<file path="src/design/tac_pkg.sv">
// shared types and constants for the temperature alarm controller
// no dependencies; imported by tac_step and temperature_alarm_controller
package tac_pkg;

	// mode codes
	localparam logic [1:0] MODE_MAIN   = 2'd0;
	localparam logic [1:0] MODE_CONFIG = 2'd1;
	localparam logic [1:0] MODE_ALARM  = 2'd2;

	// item kinds
	localparam logic FUNC_CHAR   = 1'b0;
	localparam logic FUNC_SAMPLE = 1'b1;

	// command characters
	localparam logic [7:0] CHAR_NONE   = 8'h00;
	localparam logic [7:0] CHAR_CONFIG = 8'h43; // 'C'
	localparam logic [7:0] CHAR_TOGGLE = 8'h54; // 'T'
	localparam logic [7:0] CHAR_OK     = 8'h4F; // 'O'
	localparam logic [7:0] CHAR_SILENT = 8'h53; // 'S'
	localparam logic [7:0] CHAR_ZERO   = 8'h30; // '0'
	localparam logic [7:0] CHAR_NINE   = 8'h39; // '9'

	// display update flags
	localparam logic [6:0] FLAG_MAIN   = 7'h01;
	localparam logic [6:0] FLAG_ALARM  = 7'h02;
	localparam logic [6:0] FLAG_CONFIG = 7'h04;
	localparam logic [6:0] FLAG_TEMP   = 7'h08;
	localparam logic [6:0] FLAG_LIMIT  = 7'h10;
	localparam logic [6:0] FLAG_DIGIT  = 7'h20;
	localparam logic [6:0] FLAG_STATUS = 7'h40;

	localparam logic [6:0] FLAGS_BACK_TO_MAIN = FLAG_MAIN | FLAG_TEMP | FLAG_LIMIT | FLAG_STATUS;

	localparam logic [1:0] MAX_DIGITS = 2'd3;
	localparam logic [7:0] DEG_MAX    = 8'd255;
	// raw*5000/1024/10 reduces to raw*125/256
	localparam logic [16:0] DEG_SCALE = 17'd125;

	typedef struct packed {
		logic       func;
		logic [7:0] char_code;
		logic [9:0] adc_sample;
	} cmd_t;

	typedef struct packed {
		logic [1:0] mode;
		logic       alarm_enabled;
		logic       alarm_active;
		logic [7:0] current_temp;
		logic [7:0] threshold_temp;
		logic [9:0] entry_value;
		logic [1:0] digits_entered;
		logic [7:0] echo_digit;
		logic [6:0] display_flags;
	} res_t;

	typedef struct packed {
		logic [1:0] mode;
		logic       enable;
		logic       alarm;
		logic [7:0] temp;
		logic [7:0] limit;
		logic [9:0] entry;
		logic [1:0] digit_count;
		logic [7:0] last_digit;
	} state_t;

	localparam state_t STATE_RESET = '{
		mode:        MODE_MAIN,
		enable:      1'b1,
		alarm:       1'b0,
		temp:        8'd0,
		limit:       8'd100,
		entry:       10'd0,
		digit_count: 2'd0,
		last_digit:  8'd0
	};

endpackage

</file>
<file path="src/design/temperature_alarm_controller.sv">
// top level of the over-temperature alarm controller: input register, state and result register
// depends on tac_pkg and tac_step
//
// Takes one item per clock cycle unless stalled, either a command character or a raw ten-bit
// temperature reading, and returns exactly one result item for each: the controller state
// after the item (mode, alarm enable and drive, temperature and threshold in degrees,
// threshold digits being entered, last echoed digit) plus the display update flags raised
// by that item. An item passes through an input register and a result register: its result
// is registered when it leaves the input register, which a result stall can delay. The state
// update for an item lands in the same cycle as its result is registered, which lets the next
// item follow in the very next cycle. Result stall holds the result register and, once the
// input register is also full, raises cmd_stall.
module temperature_alarm_controller import tac_pkg::*; (
	input  logic clk,
	input  logic arst_n,
	input  logic cmd_valid,
	output logic cmd_stall,
	input  cmd_t cmd,
	output logic res_valid,
	input  logic res_stall,
	output res_t res
);

	state_t     state_q;
	logic       valid_s1;
	cmd_t       cmd_s1;
	logic       res_valid_q;
	res_t       res_q;
	state_t     nxt;
	logic [6:0] flags;
	logic       advance;

	tac_step u_step (
		.cmd   (cmd_s1),
		.cur   (state_q),
		.nxt   (nxt),
		.flags (flags)
	);

	assign advance   = valid_s1 && (!res_valid_q || !res_stall);
	assign cmd_stall = valid_s1 && !advance;
	assign res_valid = res_valid_q;
	assign res       = res_q;

	always_ff @(posedge clk or negedge arst_n) begin
		if (!arst_n) begin
			valid_s1    <= 1'b0;
			res_valid_q <= 1'b0;
			state_q     <= STATE_RESET;
		end else begin
			if (!cmd_stall)
				valid_s1 <= cmd_valid;
			if (advance)
				res_valid_q <= 1'b1;
			else if (!res_stall)
				res_valid_q <= 1'b0;
			if (advance)
				state_q <= nxt;
		end
	end

	always_ff @(posedge clk) begin
		if (cmd_valid && !cmd_stall)
			cmd_s1 <= cmd;
		if (advance) begin
			res_q.mode           <= nxt.mode;
			res_q.alarm_enabled  <= nxt.enable;
			res_q.alarm_active   <= nxt.alarm;
			res_q.current_temp   <= nxt.temp;
			res_q.threshold_temp <= nxt.limit;
			res_q.entry_value    <= nxt.entry;
			res_q.digits_entered <= nxt.digit_count;
			res_q.echo_digit     <= nxt.last_digit;
			res_q.display_flags  <= flags;
		end
	end

`ifndef SYNTHESIS
	// alarm drive is on exactly while in alarm mode
	assert property (@(posedge clk) disable iff (!arst_n)
		state_q.alarm == (state_q.mode == MODE_ALARM))
		else $error("alarm drive out of step with mode");

	// an item held in the input register is never dropped
	assert property (@(posedge clk) disable iff (!arst_n)
		valid_s1 && !advance |=> valid_s1 && $stable(cmd_s1))
		else $error("stalled item lost from input register");

	// state only moves when an item is handed to the result register
	assert property (@(posedge clk) disable iff (!arst_n)
		!advance |=> $stable(state_q))
		else $error("state changed without an item");
`endif

endmodule

</file>
<file path="src/design/tac_step.sv">
// next-state and display flag logic for one item of the alarm controller
// depends on tac_pkg
module tac_step import tac_pkg::*; (
	input  cmd_t       cmd,
	input  state_t     cur,
	output state_t     nxt,
	output logic [6:0] flags
);

	always_comb begin
		logic        trig;
		logic [16:0] prod;
		logic [8:0]  deg_full;
		logic [7:0]  deg;
		logic [3:0]  digit;
		logic [13:0] entry_ext;

		nxt   = cur;
		flags = '0;
		trig  = 1'b0;

		prod     = 17'(cmd.adc_sample) * DEG_SCALE;
		deg_full = prod[16:8];
		deg      = (deg_full > 9'(DEG_MAX)) ? DEG_MAX : deg_full[7:0];

		// low nibble of an ascii digit is its value
		digit     = cmd.char_code[3:0];
		entry_ext = 14'({cur.entry, 3'b000}) + 14'({cur.entry, 1'b0}) + 14'(digit);

		if (cmd.func == FUNC_CHAR) begin
			if (cmd.char_code != CHAR_NONE) begin
				case (cur.mode)
					MODE_MAIN: begin
						if (cmd.char_code == CHAR_CONFIG) begin
							nxt.mode        = MODE_CONFIG;
							nxt.digit_count = 2'd0;
							nxt.entry       = 10'd0;
							flags           = flags | FLAG_CONFIG;
						end else if (cmd.char_code == CHAR_TOGGLE) begin
							nxt.enable = ~cur.enable;
							flags      = flags | FLAG_STATUS;
							trig       = 1'b1;
						end
					end
					MODE_CONFIG: begin
						if (cmd.char_code == CHAR_OK) begin
							nxt.limit = (cur.entry > 10'(DEG_MAX)) ? DEG_MAX : cur.entry[7:0];
							nxt.mode  = MODE_MAIN;
							flags     = flags | FLAGS_BACK_TO_MAIN;
							trig      = 1'b1;
						end else if (cmd.char_code == CHAR_CONFIG) begin
							nxt.mode = MODE_MAIN;
							flags    = flags | FLAGS_BACK_TO_MAIN;
						end else if (cmd.char_code inside {[CHAR_ZERO:CHAR_NINE]} &&
							cur.digit_count < MAX_DIGITS) begin
							nxt.digit_count = cur.digit_count + 2'd1;
							nxt.entry       = entry_ext[9:0];
							nxt.last_digit  = cmd.char_code;
							flags           = flags | FLAG_DIGIT;
						end
					end
					MODE_ALARM: begin
						if (cmd.char_code == CHAR_SILENT) begin
							nxt.enable = 1'b0;
							trig       = 1'b1;
						end
					end
					default: begin
					end
				endcase
			end
		end else begin
			// samples are ignored while a threshold is being typed in
			if (deg != cur.temp && cur.mode != MODE_CONFIG) begin
				nxt.temp = deg;
				if (cur.mode == MODE_MAIN)
					flags = flags | FLAG_TEMP;
				trig = 1'b1;
			end
		end

		// alarm re-check on the updated state
		if (trig) begin
			if (nxt.mode == MODE_MAIN && nxt.enable && nxt.temp > nxt.limit) begin
				nxt.mode  = MODE_ALARM;
				nxt.alarm = 1'b1;
				flags     = flags | FLAG_ALARM;
			end else if (nxt.mode == MODE_ALARM && (!nxt.enable || nxt.temp < nxt.limit)) begin
				nxt.alarm = 1'b0;
				nxt.mode  = MODE_MAIN;
				flags     = flags | FLAGS_BACK_TO_MAIN;
			end
		end
	end

endmodule
</file>
<file path="config.mk">
export PLATFORM = sky130hd
export DESIGN_NAME = temperature_alarm_controller
export DESIGN_NICKNAME = d
export VERILOG_FILES = /design/src/design/tac_pkg.sv /design/src/design/temperature_alarm_controller.sv /design/src/design/tac_step.sv
export SDC_FILE = /design/constraint.sdc
export NUM_CORES = 1
export LEC_CHECK = 0
export BUFFER_PORTS_ARGS = -buffer_cell sky130_fd_sc_hd__buf_2
export CORE_MARGIN = 1.5
export CORE_UTILIZATION = 50
export CTS_CLUSTER_SIZE = 20
export DETAILED_ROUTE_END_ITERATION = 12
export PLACE_DENSITY_LB_ADDON = 0.08
export RECOVER_POWER = 100
export SYNTH_ARGS = -nofsm -noshare
export SYNTH_HDL_FRONTEND = slang
export SYNTH_SLANG_ARGS = --single-unit
</file>
<file path="constraint.sdc">
create_clock -name clk -period 9.7 [get_ports clk]
set_input_delay 1.94 -clock clk [delete_from_list [all_inputs] [get_ports clk]]
set_output_delay 1.94 -clock clk [all_outputs]
set_load 0.05 [all_outputs]
</file>
# Word level (Yosys, flattened, before mapping)

Cells that the tools add are included.

Equal/unequal tests: 10
Mux-type cells: 53
Multipliers: 1
Bitwise operators: 1
Add/subtract/negate cells: 3
$lt $le $gt $ge: 7
Reductions and logical operators: 19

Operator list:

| cell                    | count |
|---|---|
| $mux W7                 | 10 |
| $mux W20                | 3 |
| $mux W28                | 2 |
| $mux W8                 | 7 |
| $eq A8 B7 Y1 const B    | 4 |
| $pmux W12 S2            | 1 |
| $mul A10 B7 Y17 const B | 1 |
| $mux W1                 | 15 |
| $pmux W7 S2             | 1 |
| $mux W12                | 1 |
| $mux W2                 | 6 |
| $add A10 B10 Y10        | 1 |
| $add A10 B4 Y10         | 1 |
| $gt A10 B8 Y1 const B   | 1 |
| $gt A9 B8 Y1 const B    | 1 |
| $logic_and A1 B1 Y1     | 9 |
| $ge A8 B6 Y1 const B    | 1 |
| $gt A8 B8 Y1            | 1 |
| $le A8 B6 Y1 const B    | 1 |
| $lt A8 B8 Y1            | 1 |
| $ne A8 B8 Y1            | 1 |
| $reduce_bool A8 Y1      | 1 |
| $mux W3                 | 2 |
| $mux W6                 | 1 |
| other kinds (13)        | 21 |

Output and inout bits: 49
Bits of input ports: 23
Register bits: 108
Word-level logic and storage cells: 116

# Logic depth before layout (Yosys ltp)

Depth in word-level cells: 15
Gate-level depth with buffers: 29

# Hierarchy

A second synthesis with hierarchy kept.

Cells, all modules: 634
Area total of the unflattened synthesis: 7224.4 um^2

Modules (own cells, without submodules):

| module                       | area an instance (um^2) | seq. area each (um^2) | cells an instance | times used |
|---|---|---|---|---|
| tac_step                     | 3643.5                  | 0.0                   | 476               | 1 |
| temperature_alarm_controller | 3580.9                  | 3037.9                | 158               | 1 |

# Least setup slack after synthesis

No wires, ideal clock.

Kind: register -> register
Start: register cmd_s1[5] (netlist name)
End: register res_q (netlist bit res[43]), data pin
Cell stages (with the launch flop): 28
Setup slack: 2.848 ns
Arrival time: 6.596 ns
Library setup time: 0.256 ns
Cells stage by stage: edfxtp_1 > inv_1 > fa_1 > fa_1 > fa_1 > fa_1 > inv_1 > ha_1 > buf_6 > a21o_1 > a21oi_1 > o211ai_1 > or3_4 > a22o_1 > xor2_1 > nor3_2 > a31o_4 > buf_6 > mux2_1 > ha_1 > nor2b_1 > o21ai_0 > nand2b_1 > a21oi_1 > o21ai_0 > and2_0 > or3_1 > o211a_1

RTL lines:

| what                   | line                               | source |
|---|---|---|
| from (decl)            | temperature_alarm_controller.sv:26 | `cmd_t cmd_s1;` |
| from (signal assigned) | temperature_alarm_controller.sv:64 | `cmd_s1 <= cmd;` |
| to (decl)              | temperature_alarm_controller.sv:28 | `res_t res_q;` |

==> results.yml <==
timing:
  holdWs_ps: 461.5
  relSlewSlack_pct: -73.91
  finalClockSkew_ps: 7.490
  setup_violations: 0
  hold_violations: 0
  worst_slew_pin_slew_ps: 2609
  period_share_pct: 79.09
  slew_viol_final: 132
  fmax_mhz: 130.3
  rsz0062_at_grt: "false"
  setup_tns_ps: 0
  fin_crit_ps: 7672
  setup_slack_ps: 2028
synthesis:
  synth_top_area_share_pct: 27.91
  synth.net_count: 755
  post-synth-top-count-cell: "nand2_1"
  avgSynthCellArea_sq_um: 10.94
  ys.warnings.count: 0
  ys_seq_area_share_pct: 43.01
  ys_top_cells_by_count: "82 x nand2_1, 71 x inv_1, 65 x edfxtp_1"
  synth_edf_count: 65
  synth_largest_area_cell: "edfxtp_1"
  async_flop_share_pct: 39.25
  synth-seq-cells: 107
  netlist_top_cells_area: "edfxtp_1 28%, dfrtp_1 14%, ha_1 11%"
  syn_area_sq_um: 6993
  ys.flop_type: "edfxtp_1"
  synthDistinctLibCells: 76
  synth_cells: 639
flow_run:
  drv_cap: 3
floorplanning:
  core_area_sq_um: 13770
  num_rows: 43
  die_y_microns: 121.3
  fp.dieW_microns: 121.3
  initial_core_util_pct: 50.77
  die-area_sq_um: 14700
  io_pins: 72
setup_path:
  end_kind: "flop"
  crit_start: "cmd_s1[5]"
  r2r_slack_ps: 2030
  rr_worst_depth: 26
  critPathMaxFanout: 15
  reg2reg_from: "cmd_s1[5]"
  start_kind: "flop"
  crit_type: "reg -> reg"
  crit_required_ps: 9950
  rr_endpoint: "state_q[39]"
  cp_data_arrival_time_ps: 7920
  crit_path_end: "state_q[39]"
worst_hold_path:
  hold_class: "reg -> reg"
  hold_path_depth: 1
detailed_routing:
  drt-wirelength-per-cell_microns: 15.92
  ant_nets: 0
  drt-vias-per-instance: 5.331
  dr.first_iter.drc_count: 265
  vias: 4750
  drc: 0
  drt-pass1-iter-count: 5
  routed_wl_microns: 14180
cells_and_area:
  fin_cells: 891
  syn_to_final_growth_pct: 9.501
  final_design_area_no_fill_sq_um: 7657
  regArea_sq_um: 3008
  multi_input_area_sq_um: 3538
  nFillCells: 1273
  fin_util_pct: 55.60
  nNetsFinal: 822
  drive_above_1_share_pct: 8.439
  diodes: 0
cts:
  clk_pin_slew_ps: 70
  clockBufferDepth: 2
  cts.sinks: 107
  cts_tree: "done"
  numCtsBuffers: 9
  clkLatencyLatePin_ps: 360
  cts_setup_buffers: 0
  cts_resized: 0
  ctsHoldBuffers: 0
  cts.htree.levels: 3
  root_buffer: "clkbuf_16"
global_route:
  grt_antenna_before_repair: 0
  grt_pass1_wl_microns: 23300
  grt_overflow_total: 0
  track_usage_pct: 20.53
  grt_pass1_vias: 4654
  grt_max_degree: 52
power:
  leakagePower_nw: 3.441
  p_per_area_nw_per_um2: 294.9
  design_power_total_mw: 2.258
  ir_worst_vdd_v: 0.0001103
placement:
  placed_area_sq_um: 7501
  io_buffers: 71
  dp_cells: 875
  dp_slack_ps: 2410
  place_hpwl_microns: 10770
  gp_congestion: 0.8450
status:
  violations: "max-capacitance violations, max-slew violations"
  run_status: "finished, violations left"
worst max-delay path: stages (launching register included):
cell and delay (ps):
edfxtp_1 430, inv_1 220, fa_1 490, fa_1 520
fa_1 510, fa_1 510, inv_1 40, ha_1 410
a21o_1 260, a21oi_1 150, o211ai_1 110, or3_1 450
a22o_1 300, xor2_1 150, nor3_1 240, a31o_1 560
mux2_1 410, ha_1 300, nor2b_1 150, o21ai_0 90
nand2b_1 70, a21oi_1 60, o21ai_0 130, and2_0 320
o21ai_0 190, a211oi_1 300, a2bb2oi_1 200
kinds of logic (layout without fill, tap and decap cells):
group / count (synthesis) / after routing / synth area share, %
AOI/OAI and AO/OA: 126 / 126 / 13.03
xor gates and xnor gates: 18 / 18 / 2.254
adders and majority gates: 93 / 93 / 19.86
buffers and inverters: 90 / 162 / 5.350
DFF: 107 / 107 / 43.01
muxes: 18 / 18 / 3.274
and+or+nand+nor: 187 / 187 / 13.22
power by group:
part | leakage, nW | total (mW) | switching [mW] | internal, mW
sequential | 1.17 | 0.645 | 0.0661 | 0.579
combinational | 2.11 | 1.24 | 0.763 | 0.473
clock | 0.155 | 0.378 | 0.167 | 0.210
cells in the final DEF (no fill, tap or decap), drive strengths merged, types with 7 or more instances in the layout:
cell	netlist	routed
nand2	82	82
inv	71	73
edfxtp	65	65
clkbuf	13	64
ha	63	63
dfrtp	38	38
a21oi	31	31
fa	30	30
o21ai	30	30
nor2	25	25
buf	6	21
mux2	18	18
nor3	17	17
xnor2	11	11
a22o	11	11
nand4	9	9
and2	9	9
a21o	8	8
nand3	7	7
xor2	7	7
nor2b	7	7
sequential cells by signal (all words and copies together), names as in the netlist:
register and count:
state_q 40, res 46, cmd_s1 19, valid_s1 1
res_valid 1
cell type report:
type                       instances  share of cell area (%)
clock buffer                      10                   3.121
clock inverter                     6                  0.9477
inverter                          71                   3.480
multi-input combinational        442                   46.21
sequential                       107                   39.28
tap                              180                   2.941
timing repair buffer              75                   4.020
how the worst min path moves through the flow:
stage	from	end	slack, ps
global placement	state_q[5]	state_q[5]	440
global route	state_q[3]	state_q[3]	500
floorplan	state_q[4]	state_q[4]	430
detailed placement	state_q[4]	state_q[4]	450
finish	state_q[4]	state_q[4]	460
CTS	state_q[4]	state_q[4]	460
metal layers:
layer	routed length [microns]	GRT usage, %	vias up
met2	6407	32.00	91
met3	513	3.712	13
met1	7085	29.56	2251
li1	-	-	2395
met5	0	0	-
met4	174	5.662	0
No activity file was read; power rests on OpenSTA's default activity.
